`config.mk`:
```
export PLATFORM = sky130hd
export DESIGN_NAME = gated_ar_envelope_generator_top
export DESIGN_NICKNAME = d
export VERILOG_FILES = /design/src/gare_pkg.sv /design/src/gare_step.sv /design/src/gated_ar_envelope_generator_top.sv
export SDC_FILE = /design/constraint.sdc
export NUM_CORES = 1
export LEC_CHECK = 0
export BUFFER_PORTS_ARGS = -buffer_cell sky130_fd_sc_hd__buf_2
export CORE_UTILIZATION = 60
export CTS_CLUSTER_SIZE = 14
export DETAILED_ROUTE_END_ITERATION = 7
export PLACE_DENSITY = 0.8
export SYNTH_ARGS = -nofsm -noshare
export SYNTH_HDL_FRONTEND = slang
export SYNTH_SLANG_ARGS = --single-unit
```
`constraint.sdc`:
```
create_clock -name i_clk -period 19.8 [get_ports i_clk]
set_clock_uncertainty 0.05 [all_clocks]
set_input_delay 1.98 -clock i_clk [delete_from_list [all_inputs] [get_ports i_clk]]
set_output_delay 1.98 -clock i_clk [all_outputs]
set_load 0.005 [all_outputs]
```
`src/gare_pkg.sv`:
```
// package: shared types, stage codes and rate helpers for the envelope generator
package gare_pkg;

    localparam logic [1:0] STG_LOW    = 2'd0;
    localparam logic [1:0] STG_ATTACK = 2'd1;
    localparam logic [1:0] STG_HIGH   = 2'd2;
    localparam logic [1:0] STG_DECAY  = 2'd3;

    localparam logic [11:0] BEND_KNEE_1 = 12'd128;
    localparam logic [11:0] BEND_KNEE_2 = 12'd192;
    localparam logic [11:0] BEND_KNEE_3 = 12'd220;

    localparam logic [7:0] DRIVE_MIN = 8'd1;
    localparam logic [7:0] DRIVE_MAX = 8'd254;

    typedef struct packed {
        logic [1:0]  stage;
        logic        last_gate;
        logic [15:0] level;
        logic        done;
    } t_env_state;

    typedef struct packed {
        logic       gate_level;
        logic       gated_mode;
        logic [7:0] attack_rate;
        logic [7:0] decay_rate;
        logic [7:0] on_level;
        logic [7:0] off_level;
    } t_env_item;

    typedef struct packed {
        logic [7:0]  drive_value;
        logic [11:0] dac_word;
        logic        gate_thru;
        logic [1:0]  stage_now;
    } t_env_result;

    function automatic logic [11:0] bend_rate(input logic [7:0] rate);
        logic [11:0] r;
        r = {4'd0, rate};
        if (r == 12'd0) begin
            r = 12'd1;
        end
        if (r > BEND_KNEE_1) begin
            r = r + ((r - BEND_KNEE_1) << 1);
        end
        if (r > BEND_KNEE_2) begin
            r = r + ((r - BEND_KNEE_2) << 1);
        end
        if (r > BEND_KNEE_3) begin
            r = r + ((r - BEND_KNEE_3) << 1);
        end
        return r;
    endfunction

    function automatic logic [7:0] clamp_drive(input logic [7:0] v);
        logic [7:0] c;
        c = v;
        if (v == 8'd0) begin
            c = DRIVE_MIN;
        end else if (v == 8'd255) begin
            c = DRIVE_MAX;
        end
        return c;
    endfunction

endpackage

```
`src/gare_step.sv`:
```
// envelope step: next state and result for one tick from the current state
module gare_step (
    input  gare_pkg::t_env_item   i_item,
    input  gare_pkg::t_env_state  i_state,
    output gare_pkg::t_env_state  o_state,
    output gare_pkg::t_env_result o_result
);

    logic        rise;
    logic        fall;
    logic        is_attack;
    logic [7:0]  sel_rate;
    logic [7:0]  sel_target;
    logic [11:0] step;
    logic [15:0] tgt;
    logic [15:0] cur;
    logic [16:0] up_sum;
    logic [16:0] dn_lim;
    logic [15:0] moved;
    logic        hit;
    logic [7:0]  raw;
    logic [7:0]  drive;

    assign rise = !i_state.last_gate && i_item.gate_level;
    assign fall = i_state.last_gate && !i_item.gate_level;

    assign is_attack  = (i_state.stage == gare_pkg::STG_ATTACK);
    assign sel_rate   = is_attack ? i_item.attack_rate : i_item.decay_rate;
    assign sel_target = is_attack ? i_item.on_level : i_item.off_level;
    assign step       = gare_pkg::bend_rate(sel_rate);
    assign tgt        = {sel_target, 8'h00};
    assign cur        = i_state.level;
    assign up_sum     = {1'b0, cur} + {5'd0, step};
    assign dn_lim     = {1'b0, tgt} + {5'd0, step};

    // move toward target, clamping exactly at it
    always_comb begin
        moved = cur;
        hit   = 1'b0;
        if (cur == tgt) begin
            hit = 1'b1;
        end else if (cur < tgt) begin
            if (up_sum <= {1'b0, tgt}) begin
                moved = up_sum[15:0];
            end else begin
                moved = tgt;
                hit   = 1'b1;
            end
        end else begin
            if ({1'b0, cur} >= dn_lim) begin
                moved = cur - {4'd0, step};
            end else begin
                moved = tgt;
                hit   = 1'b1;
            end
        end
    end

    always_comb begin
        o_state           = i_state;
        o_state.last_gate = i_item.gate_level;
        raw               = 8'd0;
        case (i_state.stage)
            gare_pkg::STG_LOW: begin
                raw           = i_item.off_level;
                o_state.level = {i_item.off_level, 8'h00};
                if (rise) begin
                    o_state.done  = 1'b0;
                    o_state.stage = gare_pkg::STG_ATTACK;
                end
            end
            gare_pkg::STG_ATTACK: begin
                o_state.level = moved;
                o_state.done  = i_state.done || hit;
                raw           = moved[15:8];
                if (i_item.gated_mode) begin
                    if (o_state.done) begin
                        o_state.stage = gare_pkg::STG_HIGH;
                        o_state.done  = 1'b0;
                    end
                    if (fall) begin
                        o_state.stage = gare_pkg::STG_DECAY;
                        o_state.done  = 1'b0;
                    end
                end else if (o_state.done) begin
                    o_state.stage = gare_pkg::STG_DECAY;
                    o_state.done  = 1'b0;
                end
            end
            gare_pkg::STG_HIGH: begin
                raw           = i_item.on_level;
                o_state.level = {i_item.on_level, 8'h00};
                if (fall) begin
                    o_state.done  = 1'b0;
                    o_state.stage = gare_pkg::STG_DECAY;
                end
            end
            default: begin
                o_state.level = moved;
                o_state.done  = i_state.done || hit;
                raw           = moved[15:8];
                if (rise) begin
                    o_state.stage = gare_pkg::STG_ATTACK;
                    o_state.done  = 1'b0;
                end
            end
        endcase
    end

    assign drive                = gare_pkg::clamp_drive(raw);
    assign o_result.drive_value = drive;
    assign o_result.dac_word    = {drive, 4'h0};
    assign o_result.gate_thru   = i_item.gate_level;
    assign o_result.stage_now   = o_state.stage;

endmodule

```
`src/gated_ar_envelope_generator_top.sv`:
```
// top level: input register, envelope step and result register
//
// Gated attack/release envelope generator. Each input transaction is one tick
// carrying the gate level, the mode bit and the four knob values; each tick
// produces exactly one result transaction with the clamped drive value, the
// DAC word, the gate copy and the stage after the step.
// Both channels use valid/stall: a transaction moves on a rising edge where
// valid is high and stall is low.
// A tick in the input register moves through the step into the result register.
// Throughput: one tick per cycle while the receiver does not stall, limited by
// the single envelope step between the input register and the result register.
// When the receiver stalls, the result register holds; one more tick can wait
// in the input register, after which o_stall rises until the result is taken.
// Reset (i_rst_n low, synchronous) empties both registers and returns the
// envelope to the low stage with level, gate history and done flag cleared.
module gated_ar_envelope_generator_top (
    input  logic        i_clk,
    input  logic        i_rst_n,
    input  logic        i_valid,
    output logic        o_stall,
    input  logic        i_gate_level,
    input  logic        i_gated_mode,
    input  logic [7:0]  i_attack_rate,
    input  logic [7:0]  i_decay_rate,
    input  logic [7:0]  i_on_level,
    input  logic [7:0]  i_off_level,
    output logic        o_valid,
    input  logic        i_stall,
    output logic [7:0]  o_drive_value,
    output logic [11:0] o_dac_word,
    output logic        o_gate_thru,
    output logic [1:0]  o_stage_now
);

    logic                  r_in_valid;
    logic                  n_in_valid;
    gare_pkg::t_env_item   r_item;
    gare_pkg::t_env_item   in_item;
    gare_pkg::t_env_state  r_state;
    gare_pkg::t_env_state  n_state;
    gare_pkg::t_env_result step_result;
    gare_pkg::t_env_result r_result;
    logic                  r_out_valid;
    logic                  n_out_valid;
    logic                  in_accept;
    logic                  advance;

    assign advance   = r_in_valid && (!r_out_valid || !i_stall);
    assign o_stall   = r_in_valid && r_out_valid && i_stall;
    assign in_accept = i_valid && !o_stall;

    assign in_item.gate_level  = i_gate_level;
    assign in_item.gated_mode  = i_gated_mode;
    assign in_item.attack_rate = i_attack_rate;
    assign in_item.decay_rate  = i_decay_rate;
    assign in_item.on_level    = i_on_level;
    assign in_item.off_level   = i_off_level;

    always_comb begin
        n_in_valid = r_in_valid;
        if (in_accept) begin
            n_in_valid = 1'b1;
        end else if (advance) begin
            n_in_valid = 1'b0;
        end
        n_out_valid = r_out_valid;
        if (advance) begin
            n_out_valid = 1'b1;
        end else if (!i_stall) begin
            n_out_valid = 1'b0;
        end
    end

    gare_step u_step (
        .i_item   (r_item),
        .i_state  (r_state),
        .o_state  (n_state),
        .o_result (step_result)
    );

    always_ff @(posedge i_clk) begin
        if (!i_rst_n) begin
            r_in_valid  <= 1'b0;
            r_out_valid <= 1'b0;
            r_state     <= '{stage: gare_pkg::STG_LOW, last_gate: 1'b0,
                             level: 16'd0, done: 1'b0};
        end else begin
            r_in_valid  <= n_in_valid;
            r_out_valid <= n_out_valid;
            if (advance) begin
                r_state <= n_state;
            end
        end
    end

    always_ff @(posedge i_clk) begin
        if (in_accept) begin
            r_item <= in_item;
        end
        if (advance) begin
            r_result <= step_result;
        end
    end

    assign o_valid       = r_out_valid;
    assign o_drive_value = r_result.drive_value;
    assign o_dac_word    = r_result.dac_word;
    assign o_gate_thru   = r_result.gate_thru;
    assign o_stage_now   = r_result.stage_now;

    // a waiting tick that is not blocked always produces a result
    a_advance_fills_out: assert property (@(posedge i_clk) disable iff (!i_rst_n)
        (r_in_valid && !(r_out_valid && i_stall)) |=> r_out_valid)
        else $error("pending tick did not reach the result register");

    // the steady stages always sit on a whole knob step
    a_steady_level: assert property (@(posedge i_clk) disable iff (!i_rst_n)
        (r_state.stage == gare_pkg::STG_LOW || r_state.stage == gare_pkg::STG_HIGH)
        |-> (r_state.level[7:0] == 8'h00))
        else $error("low or high stage level not aligned to knob step");

    // state only moves together with a new result
    a_state_with_result: assert property (@(posedge i_clk) disable iff (!i_rst_n)
        (r_out_valid && i_stall) |=> $stable(r_state))
        else $error("envelope state changed while result stalled");

endmodule

```
# == Word-level counts from Yosys, hierarchy flattened ==
# Index checks and enable logic that the tools add are counted.
# classes
n_mux,31
eq_ne,7
n_lt_le_gt_ge,6
addsub,9
n_reduce_logical,18
# op_table
op,n
$mux W16,4
$pmux W17 S3,1
$add A12 B12 Y12,3
$mux W12,3
$add A16 B12 Y17,2
$mux W8,4
$gt A12 B8 Y1 const B,2
$sub A11 B8 Y11 const B,2
$ge A16 B17 Y1,1
$le A17 B16 Y1,1
$eq A16 B16 Y1,1
$logic_not A8 Y1,2
$lt A16 B16 Y1,1
$pmux W8 S2,1
$sub A16 B12 Y16,1
$mux W2,6
$mux W1,11
$sub A8 B8 Y9 const B,1
$eq A8 B8 Y1 const B,1
$gt A8 B8 Y1 const B,1
$logic_and A1 B1 Y1,6
$ne A2 B1 Y1 const B,3
$logic_not A1 Y1,5
$pmux W2 S2,1
other kinds (6),7
# totals
inputBits,38
output_inout_bits,25
word_cells,86
regBits,67

# == Depth between registers and ports, before layout ==
# Gate-level depths: netlist of the first run.
# logic_depth
depth_word,23
mapped_depth,56
ltp_nobuf,50

# == Cells and area by module ==
# From an unflattened synthesis of the first run, not the netlist that was laid out.
# hier_totals
cells_unflattened,888
hier_area_um2,7952.6
# modules_own_cells
mod,cells_per_inst,instances,seq_area_each_um2,area_per_inst_um2
gare_step,736,1,0.0,5343.9
gated_ar_envelope_generator_top,152,1,2152.1,2608.8

# == Worst setup path before layout of the first run ==
# Ideal clock, no wire load.
# synth_timing
path_kind,register to register
from,register r_state[19] (netlist name)
to,"register r_result (netlist bit o_dac_word[4]), data pin"
t_arrival_ns,11.103
required_time_ns,19.491
path_slack_ns,8.388
setup_time_ns,0.259
stages_incl_launch_ff,56
period_less_slack_ns,11.412
path_buffers,6
cell_sequence,dfxtp_1 inv_1 ha_1 buf_6 buf_2 buf_2 buf_1 mux2i_1 inv_1 fa_1 a21oi_1 o21ai_1 a311o_1 xor2_1 a21o_1 inv_1 ha_1 o21ai_1 [20 not listed] clkbuf_1 nand3_1 nand2_1 a41oi_1 xnor2_1 inv_1 ha_1 nand4_1 a21o_1 a2111o_1 a2111oi_2 a21oi_1 or3_1 o2111ai_1 o21ai_1 a2111oi_0 a41oi_1 a211o_1
# synth_via
elab_chain_len,21
elab_cells_between_ends,34
cone_classes,9 x add/sub; 6 x order compare; 4 x eq/ne; 12 x mux; 3 x reduce/logical
# synth_rtl
item,line,rtl
"start, declared",gated_ar_envelope_generator_top.sv:39,gare_pkg::t_env_state r_state;
"start signal, assigned",gated_ar_envelope_generator_top.sv:85,"r_state <= '{stage: gare_pkg::STG_LOW, last_gate: 1'b0,"
"start signal, assigned",gated_ar_envelope_generator_top.sv:91,r_state <= n_state;
$eq A2 B1 Y1,gare_step.sv:27,assign is_attack = (i_state.stage == gare_pkg::STG_ATTACK);
$mux W8,gare_step.sv:28,assign sel_rate = is_attack ? i_item.attack_rate : i_item.decay_rate;
$logic_not A8 Y1,gare_pkg.sv:42,if (r == 12'd0) begin
$mux W8,gare_pkg.sv:42,
$sub A8 B8 Y9,gare_pkg.sv:46,r = r + ((r - BEND_KNEE_1) << 1);
$add A12 B12 Y12,gare_pkg.sv:46,
$mux W12,gare_pkg.sv:45,if (r > BEND_KNEE_1) begin
$sub A11 B8 Y11,gare_pkg.sv:49,r = r + ((r - BEND_KNEE_2) << 1);
[5 not listed],-,
$add A16 B12 Y17 (on tied branches),"gare_step.sv:34, gare_step.sv:33",
$ge A16 B17 Y1 or $le A17 B16 Y1 (tied branches),"gare_step.sv:50, gare_step.sv:43",
$mux W16 (on tied branches),"gare_step.sv:50, gare_step.sv:43",
$mux W16,gare_step.sv:42,end else if (cur < tgt) begin
$mux W16,gare_step.sv:40,if (cur == tgt) begin
$pmux W8 S2 (*),gare_step.sv:63,case (i_state.stage)
$eq A8 B8 Y1,gare_pkg.sv:62,end else if (v == 8'd255) begin
$mux W8,gare_pkg.sv:62,
"end signal, assigned",gated_ar_envelope_generator_top.sv:101,r_result <= step_result;
"end, declared",gated_ar_envelope_generator_top.sv:42,gare_pkg::t_env_result r_result;
# Every way passes the cells marked *; elsewhere a longest branch is shown, timed or not.
# A chain may end at the register's enable or synchronous reset.

# == Final worst setup path of the first run ==
# Same ends and word-level chain as after synthesis.

==> impl_metrics.yaml, run 1 <==
status:
  status: "complete, no violations"
critical_path:
  critPathMostFrequentCell: "ha_1"
  path_delay_family: "compound AO/OA/AOI/OAI gates"
  worstPathRequired_ns: 19.84
  critical_path_class: "flip-flop to flip-flop"
  cp_num_buf_inv: 5
  cp_slowest_cell: "a211oi_4"
  arrival_ns: 12.40
  cp-start-kind: "flip-flop"
  worstPathMaxFanout: 33
  crit_path_end_kind: "flip-flop"
  max_stage_delay_ns: 0.52
clock_network:
  clk_pin_slew_worst_paths_ns: 0.06
  cts_buffer_depth: 2
  insertion_delay_ns: 0.34
  htreeDepth: 3
  cts_made_buffers: 9
  post_cts_buffers: 0
  cts_root_buf: "clkbuf_16"
  numClockSinks: 67
  postCtsHoldBufs: 0
  cts_tree: "done"
  cts-resized-gates: 0
detailed_routing:
  routed_wirelength_microns: 19000
  route.detailed.drc: 0
  vias_per_cell: 6.29
  routedWlPerCell_microns: 17.5
  num_vias: 6814
  drtAntennaViolNets: 0
  drtIter0Drc: 624
  dr.pass1.iters: 6
sta:
  fin_ws_ns: 7.44
  hold_slack_ns: 0.464
  setup_viol: 0
  timing.fmax_ghz: 0.0809
  rsz0062_at_grt: "no"
  period_needed_ns: 12.36
  drv_slew: 0
  tns_ns: 0
  relSlewSlack: 0.277
  final_hold_viol_count: 0
  fin_crit_sh: 0.624
  tightest_slew_ns: 1.08
global_route:
  antenna_found_initial: 1
  track_usage: 0.300
  grt_pass1_wl_microns: 30500
  grt_max_degree: 35
  grt_pass1_vias: 6335
  gr-total-overflow: 0
synthesis:
  netlist_top_cells_count: "ha_1 (89), a21oi_1 (68), nor2_1 (68)"
  netlist_instances: 877
  synth_top_area_share: 0.181
  yosysWarnings: 0
  synth-seq-cells: 67
  synth.area.top_cells: "edfxtp_1 (18%), ha_1 (15%), dfxtp_1 (5.9%)"
  synth_area_leader_cell: "edfxtp_1"
  avgSynthCellArea_sq_um: 8.52
  synth_edf_count: 45
  syn_area_sq_um: 7470
  seq_area_frac_synth: 0.240
  synth.most_common_cell: "ha_1"
  synth_ff_type: "edfxtp_1"
  async_flop_share: 0
  yosysUniqueCellTypes: 89
place:
  port_buffers: 58
  routabilityCongestion: 0.961
  place.detailed.hpwl_microns: 14600
  dp_slack_ns: 7.60
cells_and_area:
  area_growth_pct: 8.12
  fin_nets: 1044
  diodes: 0
  drive_gt1_frac: 0.132
  final_util: 0.670
floorplan:
  start_util: 0.620
  fp.coreArea_sq_um: 12100
  dieArea_sq_um: 12900
  die_w_microns: 114
  row_count: 40
  ios: 63
  die_y_microns: 114
flow_run:
  cap_violations: 0
hold_path:
  min_path_type: "flip-flop to flip-flop"
[cells in the final DEF, fill, tap and decap left out, types with 7 or more instances in the layout]
| cell | n |
|---|---|
| a211oi_1 | 12 |
| a21o_1 | 11 |
| a21oi_1 | 68 |
| a22oi_1 | 11 |
| a31oi_1 | 14 |
| and3_1 | 8 |
| buf_2 | 58 |
| clkbuf_16 | 9 |
| dfxtp_1 | 22 |
| edfxtp_1 | 45 |
| ha_1 | 89 |
| inv_1 | 55 |
| mux2_2 | 8 |
| mux2_4 | 7 |
| mux2i_1 | 21 |
| nand2_1 | 60 |
| nand2b_1 | 15 |
| nand3_1 | 24 |
| nand4_1 | 7 |
| nor2_1 | 68 |
| nor2b_1 | 11 |
| nor3_1 | 15 |
| o211ai_1 | 10 |
| o21a_1 | 7 |
| o21ai_0 | 51 |
| o31ai_1 | 10 |
| or3_1 | 8 |
| xnor2_1 | 41 |
| xor2_1 | 15 |
[stage by stage]
| step | area, sq um | instances |
|---|---|---|
| after detailed placement | 7780 | 1068 |
| after CTS | 8080 | 1084 |
| after global routing | 8080 | 1084 |
| after global placement | 7780 | 1068 |
| after floorplan | 7490 | 881 |
| final | 8080 | 1084 |
[worst paths after layout]
| path | end | cells after the start | startpoint | slack (ns) |
|---|---|---|---|---|
| setup / recovery | o_dac_word[4] | 49 | r_state[19] | 7.44 |
| hold / removal | o_gate_thru | 0 | r_item[33] | 0.46 |
| setup reg to reg | o_dac_word[4] | 49 | r_state[19] | 7.44 |
| hold reg to reg | o_gate_thru | 0 | r_item[33] | 0.46 |
[final cells by class]
type,count,area [sq um]
repair buffers,63,328
fillers,990,3980
inverters,59,221
multi-input cells,711,5230
well taps,168,210
flip-flops and latches,67,1790
clock buffers,9,225
clock inverters,7,75.1
[routing by layer]
layer,GRT usage,part of all wire,vias up
met5,0,0,-
met1,0.382,0.43,3138
met3,0.0627,0.076,75
met2,0.490,0.45,309
met4,0.138,0.047,0
li1,-,-,3292
[worst reg2reg max path: cells and delay by family, from the launching register on]
kind,cells,cell delay [ns]
AO/OA/AOI/OAI,25,6.56
XOR/XNOR,2,0.32
adder cells (fa/ha/maj),7,2.48
buffers and inverters,5,0.87
flip-flops,1,0.36
multiplexers,1,0.36
AND/OR/NAND/NOR,9,1.13
[logic make-up (layout without fill, tap and decap cells)]
family,count (synthesis),after routing,synth area share
multiplexers,39,39,0.0606
adder cells (fa/ha/maj),95,95,0.165
AO/OA/AOI/OAI,270,270,0.246
other,1,5,0.000502
AND/OR/NAND/NOR,246,246,0.160
XOR/XNOR,56,56,0.0656
flip-flops,67,67,0.240
buffers and inverters,103,138,0.0629
[state kept, by name, summed over array words and instances, names as in the netlist]
name	count
o_stage_now	2
r_item	34
o_dac_word	8
r_state	20
r_in_valid	1
o_valid	1
o_gate_thru	1
Power of run 1 is not shown: default switching activity piles up to over one toggle a cycle in this logic, so the estimate is an artifact.
==> run 2: changes to the inputs <==
ABC_AREA = 1   (was not set)
CORE_UTILIZATION = 56   (was 60)
PLACE_DENSITY = 0.78   (was 0.8)
clock period = 11.1 ns   (was 19.8 ns; I/O delays follow)
==> run 2 against run 1 <==
Global-route usage down 0.24 points. Utilization down 5.2 points. Setup slack got worse by 6.3 ns. Via count is 17% higher. Die area up 15%. Synthesized cell count increased by 40%. First-iteration DRC count rose by 21%. Cell area is 6.6% higher.
==> impl_metrics.yaml, run 2 <==
cells_and_area:
  largest_register_ffs: 34
  layout_commonest_cell: "nand2_1"
  final_cell_mix: "nand2_1 (337), inv_1 (194), nand3_1 (127), ha_1 (87), nor2_1 (82)"
  diodes: 0
  fin_nets: 1400
  top_register: "r_item"
  drive_gt1_frac: 0.0865
  fin_area_sq_um: 8610
  area_growth_pct: 7.53
clock_network:
  insertion_delay_ns: 0.33
  clk_pin_slew_worst_paths_ns: 0.06
  cts_made_buffers: 9
  cts_tree: "done"
  cts_root_buf: "clkbuf_16"
  cts_buffer_depth: 2
  htreeDepth: 3
  postCtsHoldBufs: 0
  numClockSinks: 67
critical_path:
  max_stage_delay_ns: 0.45
  critPathMostFrequentCell: "nand2_1"
  cp-start-kind: "flip-flop"
  crit_path_end_kind: "flip-flop"
  cp_slowest_cell: "dfxtp_1"
  crit-reg2reg-launch: "r_state[18]"
  worstPathMaxFanout: 18
  ff2ff_path_depth: 61
  arrival_ns: 10.02
  worstPathRequired_ns: 11.14
  r2r_slack_ns: 1.12
  critical_path_class: "flip-flop to flip-flop"
  r2r-end: "o_stage_now[0]"
floorplan:
  die_w_microns: 122
  ios: 63
  die_y_microns: 122
  start_util: 0.575
  fp.coreArea_sq_um: 13900
  dieArea_sq_um: 14800
  row_count: 43
detailed_routing:
  drtAntennaViolNets: 0
  drtIter0Drc: 755
  vias_per_cell: 5.51
  num_vias: 7997
  route.detailed.drc: 0
  routed_wirelength_microns: 21200
  routedWlPerCell_microns: 14.6
  dr.pass1.iters: 5
hold_path:
  hp-start: "r_item[33]"
  whs_endpoint: "o_gate_thru"
  whs_path_depth: 0
  min_path_type: "flip-flop to flip-flop"
synthesis:
  synth-seq-cells: 67
  netlist_top_cells_count: "nand2_1 (337), inv_1 (194), nand3_1 (127)"
  synth.area.top_cells: "edfxtp_1 (17%), nand2_1 (16%), ha_1 (14%)"
  synth_top_area_share: 0.169
  yosysUniqueCellTypes: 46
  yosysWarnings: 0
  synth_edf_count: 45
  syn_area_sq_um: 8010
  synth_ff_type: "edfxtp_1"
  netlist_instances: 1229
  avgSynthCellArea_sq_um: 6.52
  synth.most_common_cell: "nand2_1"
  synth_area_leader_cell: "edfxtp_1"
  seq_area_frac_synth: 0.224
  async_flop_share: 0
sta:
  timing.fmax_ghz: 0.100
  setup_viol: 0
  tns_ns: 0
  fin_crit_sh: 0.899
  drv_slew: 0
  tightest_slew_ns: 1.19
  period_needed_ns: 9.98
  relSlewSlack: 0.205
  rsz0062_at_grt: "no"
  final_hold_viol_count: 0
place:
  place.detailed.hpwl_microns: 17400
  place_area_sq_um: 8320
  port_buffers: 58
  routabilityCongestion: 1.02
global_route:
  antenna_found_initial: 0
  grt_pass1_wl_microns: 34700
  grt_pass1_vias: 7415
  track_usage: 0.298
  grt_max_degree: 35
  gr-total-overflow: 0
flow_run:
  cap_violations: 0
status:
  status: "complete, no violations"
-- run 2: kinds of logic after synthesis --
group	count (synthesis)	synth area share
AO/OA/AOI/OAI	178	0.124
flip-flops	67	0.224
buffers and inverters	239	0.124
AND/OR/NAND/NOR	604	0.325
XOR/XNOR	45	0.0492
adder cells (fa/ha/maj)	95	0.154
other	1	0.000468
-- run 2: area by class of cell --
cell class,count,area (sq um)
multi-input cells,927,5270
inverters,202,759
flip-flops and latches,67,1790
fillers,1330,5320
well taps,180,225
repair buffers,60,312
clock inverters,6,32.5
clock buffers,10,229
-- run 2: worst max path at each step --
stage	to	start	cells past startpoint	slack, ns
floorplan	o_stage_now[1]	r_state[19]	65	2.60
global placement	o_stage_now[1]	r_state[19]	60	0.59
detailed placement	o_stage_now[1]	r_state[19]	60	0.40
CTS	o_stage_now[0]	r_state[19]	62	0.35
global route	o_stage_now[0]	r_state[19]	65	0.11
finish	o_stage_now[0]	r_state[18]	61	1.12
-- run 2: layer usage --
layer | share of wire | global-route usage | wire, microns
met5 | 0 | 0 | 0
met4 | 0.023 | 0.0934 | 488
met3 | 0.084 | 0.0356 | 1780
met2 | 0.45 | 0.488 | 9500
met1 | 0.45 | 0.409 | 9480
-- run 2: worst max-delay path, delay by kind of cell, from the launching register on --
kind                     cells  cell delay (ns)
adder cells (fa/ha/maj)      7             2.21
XOR/XNOR                     3             0.58
AO/OA/AOI/OAI                8             1.64
AND/OR/NAND/NOR             37             4.34
flip-flops                   1             0.45
buffers and inverters        6             0.44
-- run 2: stage by stage --
stage	worst slack [ns]	hold slack [ns]	util	instances
2_1_floorplan	2.60	0.376	-	1233
4_1_cts	0.352	0.398	0.616	1451
3_5_place_dp	0.396	0.390	0.597	1435
5_1_grt	0.112	0.410	0.618	1452
3_3_place_gp	0.588	0.380	0.597	1435
6_report	1.12	0.393	0.618	1452
-- run 2: what timing repair did --
action,4_1_cts,5_1_grt
setup endpoints to repair,0,29
setup buffers,0,1
resized for setup,0,6
Power of run 2 is left out for the same reason.
==> run 3: changes to the inputs <==
CORE_UTILIZATION = 49   (was 56)
PLACE_DENSITY = 0.7   (was 0.78)
TNS_END_PERCENT = 10   (was not set)
==> run 3 against run 2 <==
Critical endpoint is now o_stage_now[1]. Fmax rose by 0.53%. Global-route usage is 3.8 points lower. Sequential share of layout area shrank 0.19 points. Cell area is 0.90% higher. Register-to-register slack better by 0.05 ns. Worst hold slack improved by 0.022 ns. Wire length shrank 2.6%. Count of clock-buffer cells in the layout decreased by 1. Cell count up 2.5%.
==> impl_metrics.yaml, run 3 (synthesis results as in run 2) <==
status:
  status: "complete, no violations"
global_route:
  grt_pass1_vias: 7143
  grt_pass1_wl_microns: 34400
  grt_max_degree: 35
  gr-total-overflow: 0
  antenna_found_initial: 0
  track_usage: 0.260
sta:
  drv_slew: 0
  rsz0062_at_grt: "no"
  tns_ns: 0
  period_needed_ns: 9.92
  final_hold_viol_count: 0
  fin_crit_sh: 0.894
  hold_slack_ns: 0.415
  timing.fmax_ghz: 0.101
  relSlewSlack: 0.222
  tightest_slew_ns: 1.17
  setup_viol: 0
cells_and_area:
  layout_commonest_cell: "nand2_1"
  top_register: "r_item"
  drive_gt1_frac: 0.0896
  fin_area_sq_um: 8690
  area_growth_pct: 8.50
  diodes: 0
  final_cell_count_no_fill: 1488
  final_cell_mix: "nand2_1 (336), inv_1 (194), nand3_1 (127), ha_1 (87), nor2_1 (82)"
  largest_register_ffs: 34
  fin_nets: 1400
critical_path:
  critical_path_class: "flip-flop to flip-flop"
  arrival_ns: 9.97
  crit_path_end_kind: "flip-flop"
  worstPathMaxFanout: 16
  cp-start-kind: "flip-flop"
  r2r-end: "o_stage_now[1]"
  worstPathRequired_ns: 11.15
  cp_slowest_cell: "fa_1"
  ff2ff_path_depth: 61
  crit_path_end: "o_stage_now[1]"
  max_stage_delay_ns: 0.41
  r2r_slack_ns: 1.18
  crit-reg2reg-launch: "r_state[19]"
  critPathMostFrequentCell: "nand2_1"
  crit_start: "r_state[19]"
clock_network:
  htreeDepth: 3
  post_cts_buffers: 0
  cts_made_buffers: 9
  clk_pin_slew_worst_paths_ns: 0.06
  cts_root_buf: "clkbuf_16"
  numClockSinks: 67
  cts_tree: "done"
  insertion_delay_ns: 0.34
  cts_buffer_depth: 2
floorplan:
  row_count: 46
  start_util: 0.503
  fp.coreArea_sq_um: 15900
  die_y_microns: 130
  dieArea_sq_um: 16900
  ios: 63
  die_w_microns: 130
flow_run:
  cap_violations: 0
detailed_routing:
  drtAntennaViolNets: 0
  route.detailed.drc: 0
  routed_wirelength_microns: 20700
  wl_met3_microns: 1470
  dr.pass1.iters: 6
  dr_wl_met2_microns: 9010
  routedWlPerCell_microns: 13.9
  num_vias: 7780
  vias_per_cell: 5.23
  highest_layer: "met4"
  drtIter0Drc: 685
  met1Wirelength_microns: 9890
place:
  place_area_sq_um: 8370
  place.detailed.hpwl_microns: 17200
  port_buffers: 58
  routabilityCongestion: 0.967
  dp_cells: 1472
hold_path:
  min_path_type: "flip-flop to flip-flop"
[run 3: cell count changes in the layout (fill, tap and decap cells not counted), sizes merged]
cell / previous run / this run
inv: 199 / 201
bufinv: 0 / 1
clkinv: 8 / 6
clkbuf: 11 / 9
buf: 59 / 60
[run 3: routing by layer]
| metal | track usage | up-vias |
|---|---|---|
| met1 | 0.366 | 3430 |
| met2 | 0.415 | 283 |
| met4 | 0.0739 | 0 |
| met3 | 0.0361 | 29 |
| met5 | 0 | - |
| li1 | - | 4038 |
[run 3: worst min-delay path by stage]
stage	from	to	slack, ns	cells after the start
after floorplan	r_item[33]	o_gate_thru	0.38	0
after global placement	r_item[33]	o_gate_thru	0.42	0
after detailed placement	r_item[33]	o_gate_thru	0.43	0
after CTS	r_item[33]	o_gate_thru	0.43	0
after global routing	r_item[33]	o_gate_thru	0.45	0
final	r_item[33]	o_gate_thru	0.42	0
[run 3: worst max-delay path, delay by kind of cell (launching register included)]
| kind | cells | cell delay, ns |
|---|---|---|
| AO/OA/AOI/OAI | 9 | 1.70 |
| XOR/XNOR | 3 | 0.56 |
| adder cells (fa/ha/maj) | 7 | 2.18 |
| buffers and inverters | 8 | 0.61 |
| flip-flops | 1 | 0.35 |
| AND/OR/NAND/NOR | 34 | 4.23 |
[run 3: layout make-up]
class / instances / area (sq um)
Multi-Input combinational cell: 927 / 5260
Clock buffer: 9 / 225
Fill cell: 1616 / 7250
Tap cell: 216 / 270
Inverter: 202 / 759
Clock inverter: 7 / 76.3
Sequential cell: 67 / 1790
Timing Repair Buffer: 60 / 305
[run 3: repair_timing]
item                       CTS  global route
setup endpoints to repair    0            19
hold buffers                 0             0
resized for setup            0             6
[run 3: through the flow]
stage,setup WS [ns],utilization
2_1_floorplan,2.60,-
3_5_place_dp,0.725,0.525
3_3_place_gp,0.870,0.525
4_1_cts,0.705,0.544
6_report,1.18,0.545
5_1_grt,0.117,0.545
Power of run 3 is left out for the same reason.
